### src/rtl/lbt_pkg.sv
package lbt_pkg;

	localparam int LINE_SLOTS_DEF  = 1024;
	localparam int OFFSET_BITS_DEF = 24;

	// command codes
	localparam logic [2:0] CMD_OPEN   = 3'd0;
	localparam logic [2:0] CMD_ADD    = 3'd1;
	localparam logic [2:0] CMD_REMOVE = 3'd2;
	localparam logic [2:0] CMD_LOCATE = 3'd3;
	localparam logic [2:0] CMD_BOUNDS = 3'd4;

	// result status codes
	localparam logic [1:0] STS_OK    = 2'd0;
	localparam logic [1:0] STS_FULL  = 2'd1;
	localparam logic [1:0] STS_RANGE = 2'd2;

	// per-cycle strobes broadcast to every cell (at most one set)
	typedef struct packed {
		logic cap;    // capture compare flags against the keys
		logic grow;   // open span: raise entries at/after the located line
		logic ins;    // add boundary: insert key_a, move upper entries up one
		logic trim;   // remove span: lower entries past the span
		logic shift;  // remove span: move entries at/after the span start down one
	} lbt_ctl_t;

endpackage

### src/rtl/lbt_cell.sv
module lbt_cell import lbt_pkg::*; #(
	parameter int IDX         = 0,
	parameter int OFFSET_BITS = OFFSET_BITS_DEF,
	parameter int IDX_W       = 10,
	parameter int CNT_W       = 11
) (
	input  logic                   clk,
	input  logic                   arst_n,
	input  lbt_ctl_t               ctl,
	input  logic [OFFSET_BITS-1:0] key_a,
	input  logic [OFFSET_BITS:0]   key_b,
	input  logic [OFFSET_BITS-1:0] len,
	input  logic [CNT_W-1:0]       count,
	input  logic                   beg_en,
	input  logic [IDX_W-1:0]       sel_beg,
	input  logic [IDX_W-1:0]       sel_end,
	input  logic                   prev_flag_a,
	input  logic                   prev_flag_b,
	input  logic [OFFSET_BITS-1:0] prev_val,
	input  logic [OFFSET_BITS-1:0] next_val,
	output logic                   flag_a,
	output logic                   flag_b,
	output logic                   oh_a,
	output logic                   oh_b,
	output logic [OFFSET_BITS-1:0] val,
	output logic [OFFSET_BITS-1:0] beg_v,
	output logic [OFFSET_BITS-1:0] end_v
);

	logic                   flag_a_q, flag_b_q;
	logic [OFFSET_BITS-1:0] val_q;
	logic                   interior, live, reach;

	// interior: below the end entry; live: holds an entry; reach: live or next free
	assign interior = CNT_W'(IDX + 1) < count;
	assign live     = CNT_W'(IDX) < count;
	assign reach    = CNT_W'(IDX) <= count;

	always_ff @(posedge clk or negedge arst_n) begin
		if (!arst_n) begin
			flag_a_q <= 1'b0;
			flag_b_q <= 1'b0;
			val_q    <= '0;
		end else begin
			if (ctl.cap) begin
				flag_a_q <= interior && (val_q <= key_a);
				flag_b_q <= interior && ({1'b0, val_q} <= key_b);
			end
			if (ctl.grow) begin
				if (!flag_a_q && live)
					val_q <= val_q + len;
			end else if (ctl.ins) begin
				if (!flag_a_q && reach)
					val_q <= prev_flag_a ? key_a : prev_val;
			end else if (ctl.trim) begin
				if (!flag_b_q && live)
					val_q <= val_q - len;
			end else if (ctl.shift) begin
				if (!flag_a_q)
					val_q <= next_val;
			end
		end
	end

	// flags run ones then zeros along the chain; first zero marks the located line
	assign flag_a = flag_a_q;
	assign flag_b = flag_b_q;
	assign oh_a   = !flag_a_q && prev_flag_a;
	assign oh_b   = !flag_b_q && prev_flag_b;
	assign val    = val_q;
	assign beg_v  = (beg_en && (sel_beg == IDX_W'(IDX))) ? val_q : '0;
	assign end_v  = (sel_end == IDX_W'(IDX)) ? val_q : '0;

endmodule

### config.mk
export PLATFORM = sky130hd
export DESIGN_NAME = lbt_cell
export DESIGN_NICKNAME = d
export VERILOG_FILES = /design/src/rtl/lbt_pkg.sv /design/src/rtl/lbt_cell.sv
export SDC_FILE = /design/constraint.sdc
export NUM_CORES = 1
export LEC_CHECK = 0
export ABC_AREA = 1
export BUFFER_PORTS_ARGS = -buffer_cell sky130_fd_sc_hd__buf_2
export CAP_MARGIN = 20
export CELL_PAD_IN_SITES_DETAIL_PLACEMENT = 0
export CELL_PAD_IN_SITES_GLOBAL_PLACEMENT = 1
export CORE_MARGIN = 1.5
export CORE_UTILIZATION = 37
export DETAILED_ROUTE_END_ITERATION = 10
export PLACE_DENSITY_LB_ADDON = 0.1
export SYNTH_ARGS = -nofsm -noshare
export SYNTH_HDL_FRONTEND = slang
export SYNTH_SLANG_ARGS = --single-unit
### constraint.sdc
create_clock -name clk -period 4.9 [get_ports clk]
set_input_delay 0.98 -clock clk [delete_from_list [all_inputs] [get_ports clk]]
set_output_delay 0.98 -clock clk [all_outputs]
set_load 0.01 [all_outputs]
=== Word level (Yosys, flattened, before mapping) ===
Cells that the tools add are included.

* Bits in registers: 26
* Latch bits: 0
* Bits in writable memories: 0
* Memory bits (read-only): 0
* Input port bits: 162
* Output and inout bits: 76
* Logic and storage cells: 39
* Memories kept: 0

* Add/sub/neg operators: 2
* Multipliers: 0
* Divide/modulo/power cells: 0
* Order comparisons: 5
* Equal/unequal tests: 4
* Shifts and indexed selects: 0
* Mux-type cells: 11
* Bitwise operators: 0
* Reductions and logical operators: 14

{| class="wikitable"
|+ Operators with widths
! kind !! number
|-
| $mux W24 || 11
|-
| $le A24 B25 Y1 || 1
|-
| $add A24 B24 Y24 || 1
|-
| $le A24 B24 Y1 || 1
|-
| $sub A24 B24 Y24 || 1
|-
| $lt A1 B11 Y1 const A || 2
|-
| $logic_not A10 Y1 || 2
|-
| $le A1 B11 Y1 const A || 1
|-
| $logic_and A1 B1 Y1 || 8
|-
| $reduce_and A5 Y1 || 1
|-
| $ne A4 B1 Y1 const B || 1
|-
| $ne A4 B4 Y1 const B || 1
|-
| $reduce_bool A4 Y1 || 1
|-
| $ne A3 B1 Y1 const B || 1
|-
| $logic_not A1 Y1 || 2
|-
| $ne A2 B1 Y1 const B || 1
|}

=== Depth between registers and ports, before layout ===
Gate-level depths: netlist (run 1).

* Depth after elaboration: 6
* Mapped depth: 17
* Mapped depth without buffers: 17

=== Least setup slack after synthesis (run 1) ===
No wires, ideal clock.

* Kind: input to output
* Start point: in sel_beg[1]
* End point: out beg_v[10]
* Arrival time: 1.860 ns
* Required time: 3.920 ns
* Path slack: 2.060 ns
* Cell stages on the path: 4
* Buffers on the path: 1
* Cell sequence: nor4_1 nand4_1 clkbuf_1 nor2_1

* Word-level cells in the longest chain between the ends: 3

{| class="wikitable"
|+ Ends and longest elaborated chain
! item !! line !! text
|-
| from (decl) || lbt_cell.sv:15 || <nowiki>input logic [IDX_W-1:0] sel_beg,</nowiki>
|-
| $logic_not A10 Y1 || lbt_cell.sv:71 || <nowiki>assign beg_v = (beg_en && (sel_beg == IDX_W'(IDX))) ? val_q : '0;</nowiki>
|-
| $logic_and A1 B1 Y1 || lbt_cell.sv:71 ||
|-
| $mux W24 || lbt_cell.sv:71 ||
|-
| to (decl) || lbt_cell.sv:26 || <nowiki>output logic [OFFSET_BITS-1:0] beg_v,</nowiki>
|}

No other way between the ends.

=== Final worst setup path (run 1) ===
* Start point: in sel_end[1]
* End point: out end_v[4]

* Word-level cells in the longest chain between the ends: 2

{| class="wikitable"
|+ Ends and longest elaborated chain
! item !! line !! text
|-
| from (decl) || lbt_cell.sv:16 || <nowiki>input logic [IDX_W-1:0] sel_end,</nowiki>
|-
| $logic_not A10 Y1 || lbt_cell.sv:72 || <nowiki>assign end_v = (sel_end == IDX_W'(IDX)) ? val_q : '0;</nowiki>
|-
| $mux W24 || lbt_cell.sv:72 ||
|-
| to (decl) || lbt_cell.sv:27 || <nowiki>output logic [OFFSET_BITS-1:0] end_v</nowiki>
|}

No other way between the ends.

==> run_results.csv, run 1 <==
group,metric,value,unit
floorplanning,io_pins,238,
run_status,status,"complete, no violations",
power_and_ir_drop,power,4.14,mW
worst_setup_path,reg2reg_setup_slack,2.21,ns
cells_and_area,finish.utilization,0.449,
detailed_routing,wl_per_cell,16.0,µm
synthesis,syn_area,7080,µm²
detailed_routing,drc,0,
synthesis,avgSynthCellArea,5.35,µm²
global_routing,grt_pass1_vias,8224,
timing,clock_skew,0.00294,ns
placed_design,dp_hpwl,24400,µm
floorplanning,core-area,18800,µm²
global_routing,grt_first_pass_wirelength,43100,µm
power_and_ir_drop,power_density,491,nW/µm²
worst_setup_path,crit_path_end_kind,"output pin",
cells_and_area,finalNetCount,1786,
worst_setup_path,worstSetupPathType,"in2out",
timing,rsz0062_at_grt,"false",
floorplanning,fp.dieH,141,µm
cells_and_area,syn_to_final_growth,19.0,%
worst_setup_path,cp.required,3.92,ns
detailed_routing,drt-pass1-iter-count,5,
floorplanning,start_util,0.377,
worst_setup_path,path_max_fanout,24,
detailed_routing,via_per_inst,4.96,
placed_design,io_buffers,237,
clocking,cts_htree_levels,1,
clocking,cts_tree,"yes",
timing,relSlewSlack,0.329,
min_path,hold_depth,2,
global_routing,grt_usage,0.278,
worst_setup_path,rr_startpoint,"val[0]",
timing,fmax,0.284,GHz
detailed_routing,wl_met2,13000,µm
synthesis,synth_seq_area_share,0.0919,
clocking,clk_pin_slew,0.07,ns
clocking,cts_buffer_depth,2,
min_path,worstHoldStart,"flag_a",
timing,hold_viol,0,
detailed_routing,dr.first_iter.drc_count,539,
worst_setup_path,cp-start-kind,"input pin",
cells_and_area,final_common_cell,"nand2_1",
placed_design,place.gp.congestion,0.936,
worst_setup_path,r2r-end,"val[16]",
timing,report.final.slew_viol_count,0,
detailed_routing,postRouteAntennaNets,0,
clocking,clock_latency,0.26,ns
synthesis,syn_inst,1323,
timing,setup_tns,0,ns
clocking,ctsHoldBuffers,0,
floorplanning,fp-row-count,50,
global_routing,grt_max_degree,49,
detailed_routing,wl,28100,µm
min_path,hp-class,"reg2reg",
worst_setup_path,ff2ff_path_depth,17,
clocking,cts_resized,0,
cells_and_area,drive_gt1_frac,0.195,
synthesis,yosysWarnings,0,
clocking,cts_buffers,3,
timing,finalCriticalPeriod,3.52,ns
clocking,post_cts_buffers,0,
floorplanning,die_x,141,µm
cells_and_area,antenna_cells,0,
timing,finalCritPeriodShare,0.719,
detailed_routing,wl_met1,13100,µm
global_routing,antenna_found_initial,1,
global_routing,overflow,0,
detailed_routing,num_vias,8725,
clocking,cts-root-buf,"clkbuf_16",
clocking,clock-sinks,26,
timing,finalSetupViolCount,0,
job,maxCapViolations,0,
synthesis,yosysUniqueCellTypes,39,
min_path,worstHoldEndpoint,"flag_a",
detailed_routing,top_layer_used,"met5",
synthesis,syn_nets,1581,
worst_setup_path,cp.arrival,2.54,ns
floorplanning,die_area,20000,µm²
cells_and_area,final_cell_mix,"nand2_1 (360), inv_1 (257), buf_2 (237)",
power_and_ir_drop,cellLeakagePower,5.24,nW
timing,tightest_slew,1.00,ns
power_and_ir_drop,ir_drop,0.145,mV
detailed_routing,route.met3.wl,1590,µm
synthesis,synth_seq_cells,26,
## synthesized netlist by cell type, drive strengths merged
cell type | n | area share
and2 | 1 | 0.0012
nand4 | 18 | 0.016
nor4 | 8 | 0.0071
o2111ai | 1 | 0.0012
a21boi | 1 | 0.0011
inv | 271 | 0.14
o211ai | 6 | 0.0064
dfrtp | 26 | 0.092
or2 | 2 | 0.0018
xor2 | 5 | 0.0062
nand2 | 371 | 0.20
nand3b | 5 | 0.0053
a211oi | 4 | 0.0042
o21ai | 67 | 0.047
clkinv | 3 | 0.0016
xnor2 | 1 | 0.0012
buf | 28 | 0.026
nand3 | 101 | 0.071
o221ai | 2 | 0.0025
a21oi | 74 | 0.055
clkbuf | 13 | 0.0069
a41oi | 2 | 0.0025
o21bai | 2 | 0.0021
fa | 2 | 0.0057
nor2 | 205 | 0.12
nor3 | 10 | 0.0085
ha | 94 | 0.17
## how the worst max path moves through the flow
stage               startpoint   endpoint  slack, ns  cells past startpoint
floorplan           sel_beg[1]  beg_v[10]       2.06                      4
CTS                 sel_end[1]   end_v[4]       1.35                      5
finish              sel_end[1]   end_v[4]       1.38                      5
detailed placement  sel_end[1]   end_v[4]       1.35                      5
global route        sel_end[1]   end_v[9]       1.17                      5
global placement    sel_end[1]   end_v[2]       1.43                      5
## logic make-up (layout without fill, tap and decap cells)
logic type,Yosys count,in the layout,share of synthesized area
flip-flops,26,26,0.0919
AO/OA/AOI/OAI,159,159,0.122
AND/OR/NAND/NOR,721,721,0.428
adder cells (fa/ha/maj),96,96,0.172
XOR/XNOR,6,6,0.00742
buffers and inverters,315,518,0.179
## layer usage
layer	vias to the layer above	global-route usage
li1	4509	-
met1	3882	0.377
met4	2	0.0504
met5	-	0
met2	303	0.480
met3	29	0.0273
## layout make-up
cell class | count | area [µm²]
Timing Repair Buffer | 241 | 1220
Multi-Input combinational cell | 982 | 5170
Inverter | 274 | 1030
Fill cell | 2200 | 10300
Tap cell | 234 | 293
Clock buffer | 3 | 75.1
Sequential cell | 26 | 651
## state kept, by name (all words and copies together) (netlist names)
signal	flops
flag_a	1
flag_b	1
val	24
## report_power, final
part	switching (mW)	internal [mW]	total [mW]
registers	0.298	0.319	0.618
clock network	0.0774	0.108	0.186
logic	2.22	1.12	3.34
## worst max-delay path, stage by stage
cell and delay, ns:
buf_2 0.10, nor4_1 0.25, nand3_1 0.73, nor2_1 0.30
buf_2 0.17
## stage by stage
step | hold WS [ns] | setup slack [ns] | instances | cell area, µm²
after floorplan | 0.548 | 2.06 | 1323 | 7080
after global routing | 0.629 | 1.17 | 1760 | 8430
after global placement | 0.562 | 1.43 | 1757 | 8360
final | 0.585 | 1.38 | 1760 | 8430
after CTS | 0.586 | 1.35 | 1760 | 8430
after detailed placement | 0.568 | 1.35 | 1757 | 8360
Note: power is estimated with default switching activity, not from simulation.
==> run 2: changes to the inputs <==
ABC_AREA = 0   (was 1)
CORE_UTILIZATION = 32   (was 37)
clock period = 3 ns   (was 4.9 ns; I/O delays follow)
==> run_results.csv, run 2 <==
group,metric,value,unit
run_status,status,"complete, but fails checks",
run_status,violations,"DRC, setup timing",
synthesis,synthFlopType,"dfrtp_1",
timing,finalSetupViolCount,1,
global_routing,use_met3,0.0282,
clocking,cts_tree,"yes",
floorplanning,core-area,18100,µm²
cells_and_area,finalNetCount,1425,
cells_and_area,drive_gt1_frac,0.376,
timing,rsz0062_at_grt,"true",
worst_setup_path,reg2reg_setup_slack,-0.07,ns
timing,tightest_slew,0.724,ns
synthesis,post-synth-top-area-cell,"ha_1",
synthesis,synth.most_common_cell,"inv_1",
timing,report.final.slew_viol_count,0,
global_routing,grt_pass1_vias,6882,
synthesis,synth_commonest_cells,"inv_1 (96), ha_1 (94), a21oi_1 (67)",
global_routing,overflow,0,
placed_design,io_buffers,237,
worst_setup_path,crit_path_end_kind,"flip-flop",
clocking,clk_pin_slew,0.08,ns
job,maxCapViolations,0,
power_and_ir_drop,p_seq_frac,0.110,
timing,hold_viol,0,
timing,clock_skew,0.00469,ns
worst_setup_path,r2r-end,"val[23]",
timing,relSlewSlack,0.517,
synthesis,avgSynthCellArea,7.30,µm²
cells_and_area,multiInputGateArea,4960,µm²
clocking,cts_htree_levels,1,
worst_setup_path,path_max_fanout,4,
min_path,hp-class,"in2async",
detailed_routing,drt-pass1-iter-count,8,
cells_and_area,largest_reg_flops,24,
detailed_routing,num_vias,7225,
clocking,cts_buffer_depth,2,
placed_design,dp_hpwl,21900,µm
worst_setup_path,critPathMaxStageDelay,0.53,ns
worst_setup_path,crit_start,"val[5]",
synthesis,yosysWarnings,0,
placed_design,place.gp.congestion,0.933,
detailed_routing,via_per_inst,5.18,
cells_and_area,register_area,654,µm²
synthesis,synth_top_area_frac,0.197,
synthesis,syn_inst,819,
floorplanning,die_x,140,µm
synthesis,syn_area,5980,µm²
timing,finalCritPeriodShare,1.02,
power_and_ir_drop,p_switching,3.75,mW
synthesis,synth_seq_cells,26,
worst_setup_path,cpMaxStageDelayCell,"or4_4",
power_and_ir_drop,power,7.39,mW
worst_setup_path,worstSetupPathType,"reg2reg",
worst_setup_path,rr_startpoint,"val[5]",
synthesis,synth_area_leaders,"ha_1 (20%), dfrtp_1 (11%), inv_1 (6.0%), a21oi_1 (5.6%), and2_1 (5.0%)",
global_routing,grt-busiest-layer,"met2",
power_and_ir_drop,power_density,856,nW/µm²
global_routing,met1_usage,0.367,
detailed_routing,drc,25,
worst_setup_path,cp.required,3.16,ns
synthesis,synthArstFlopShare,1.00,
global_routing,antenna_found_initial,3,
global_routing,grt_usage,0.255,
power_and_ir_drop,cellLeakagePower,4.56,nW
synthesis,synth-edff-count,0,
floorplanning,start_util,0.330,
worst_setup_path,crit_end,"val[23]",
floorplanning,die_area,19500,µm²
power_and_ir_drop,ir_drop,0.423,mV
floorplanning,fp-row-count,49,
detailed_routing,wl_per_cell,18.2,µm
power_and_ir_drop,power_switching_share,0.508,
floorplanning,io_pins,238,
synthesis,syn_nets,1077,
detailed_routing,dr.first_iter.drc_count,422,
global_routing,grt_first_pass_wirelength,38800,µm
global_routing,grt_max_degree,37,
worst_setup_path,crit_chain,"ha_4, or3b_4, o2111ai_4, a311oi_2, or4_4, a21o_1, a311o_1, mux2_4, a211o_1",
timing,finalCriticalPeriod,3.07,ns
clocking,clock_latency,0.27,ns
clocking,cts_buffers,3,
cells_and_area,final_cell_mix,"buf_2 (237), buf_4 (147), inv_1 (95)",
cells_and_area,fillerInstances,1882,
placed_design,place_area,8430,µm²
timing,fmax,0.326,GHz
clocking,cts-root-buf,"clkbuf_16",
clocking,clock-sinks,26,
synthesis,synth_seq_area_share,0.109,
power_and_ir_drop,p_int,3.64,mW
detailed_routing,wl,25400,µm
placed_design,dp_worst_setup_slack,-0.354,ns
timing,postLayoutSetupSlackWorst,-0.0651,ns
detailed_routing,postRouteAntennaNets,0,
power_and_ir_drop,p_clk_frac,0.044,
cells_and_area,final_common_cell,"buf_2",
cells_and_area,syn_to_final_growth,44.4,%
worst_setup_path,ff2ff_path_depth,9,
power_and_ir_drop,combPwrFrac,0.846,
worst_setup_path,cp.arrival,3.23,ns
cells_and_area,design_area,8640,µm²
timing,timing.hold.ws,0.379,ns
worst_setup_path,cp-start-kind,"flip-flop",
synthesis,yosysUniqueCellTypes,71,
cells_and_area,finish.utilization,0.476,
global_routing,met2_usage,0.411,
floorplanning,fp.dieH,140,µm
-- run 2: changes by cell type after synthesis, moves of 14 or more --
cell      before  now
nand3_1      101   10
clkbuf_1      13   30
nor2_2        19    0
a211oi_1       4   24
xnor2_1        1   22
nand2_1      360   39
and2_1         0   48
a21o_1         0   18
nor2_1       185   60
inv_1        257   96
mux2i_1        0   14
nor2b_1        0   21
o21ai_0       59   40
-- run 2: worst min-delay path by stage --
stage                     startpoint       to  slack (ns)  cells past startpoint
after floorplan               arst_n   flag_a        0.30                      0
after global placement        flag_b   flag_b        0.60                      1
after detailed placement      flag_b   flag_b        0.60                      1
after CTS                     arst_n  val[15]        0.42                      1
after global routing          arst_n   val[2]        0.43                      1
final                         arst_n   val[2]        0.38                      1
-- run 2: what timing repair did --
action,in CTS,in global routing
setup buffers,1,2
gates resized for setup,6,15
pin swaps,1,4
setup endpoints to repair,4,8
hold buffers,0,0
-- run 2: layer usage --
metal,share of wire,routed length [µm]
met4,0.011,289
met5,0,0
met2,0.44,11200
met3,0.060,1540
met1,0.49,12400
-- run 2: kinds of logic (layout without fill, tap and decap cells) --
logic type      Yosys count  count (layout)  share of synthesized area
mux                      28              28                     0.0504
fa+ha+maj                96              96                      0.203
buf+inv                 138             484                     0.0881
other cells               0               2                          0
simple gates            255             255                      0.225
flops                    26              26                      0.109
compound gates          251             251                      0.288
xor+xnor                 25              25                     0.0366
-- run 2: layout make-up --
type | instances | share of cell area
diodes | 2 | 0.000579
clock buffers | 3 | 0.00869
inverters | 97 | 0.0424
multi-input cells | 655 | 0.574
flip-flops and latches | 26 | 0.0758
well taps | 229 | 0.0332
repair buffers | 384 | 0.265
-- run 2: critical path, delay by kind of cell, from the launching register on --
family	cells	cell delay, ns
AOI/OAI and AO/OA	5	0.99
and+or+nand+nor	2	0.91
DFF	1	0.47
muxes	1	0.30
adders and majority gates	1	0.28
-- run 2: stage by stage --
| stage | TNS, ns | cells |
|---|---|---|
| finish | -0.0651 | 1396 |
| floorplan | -0.210 | 819 |
| detailed placement | -1.55 | 1388 |
| global placement | -1.08 | 1388 |
| CTS | -0.0661 | 1392 |
| global route | -0.442 | 1396 |
-- run 2: power groups by stage --
stage	Clock (mW)	Combinational (mW)	Sequential [mW]
after CTS	0.337	6.14	0.796
after detailed placement	0	6.05	0.799
after floorplan	0	3.29	0.879
after global placement	0	6.05	0.798
after global routing	0.343	6.92	0.832
final	0.328	6.25	0.810
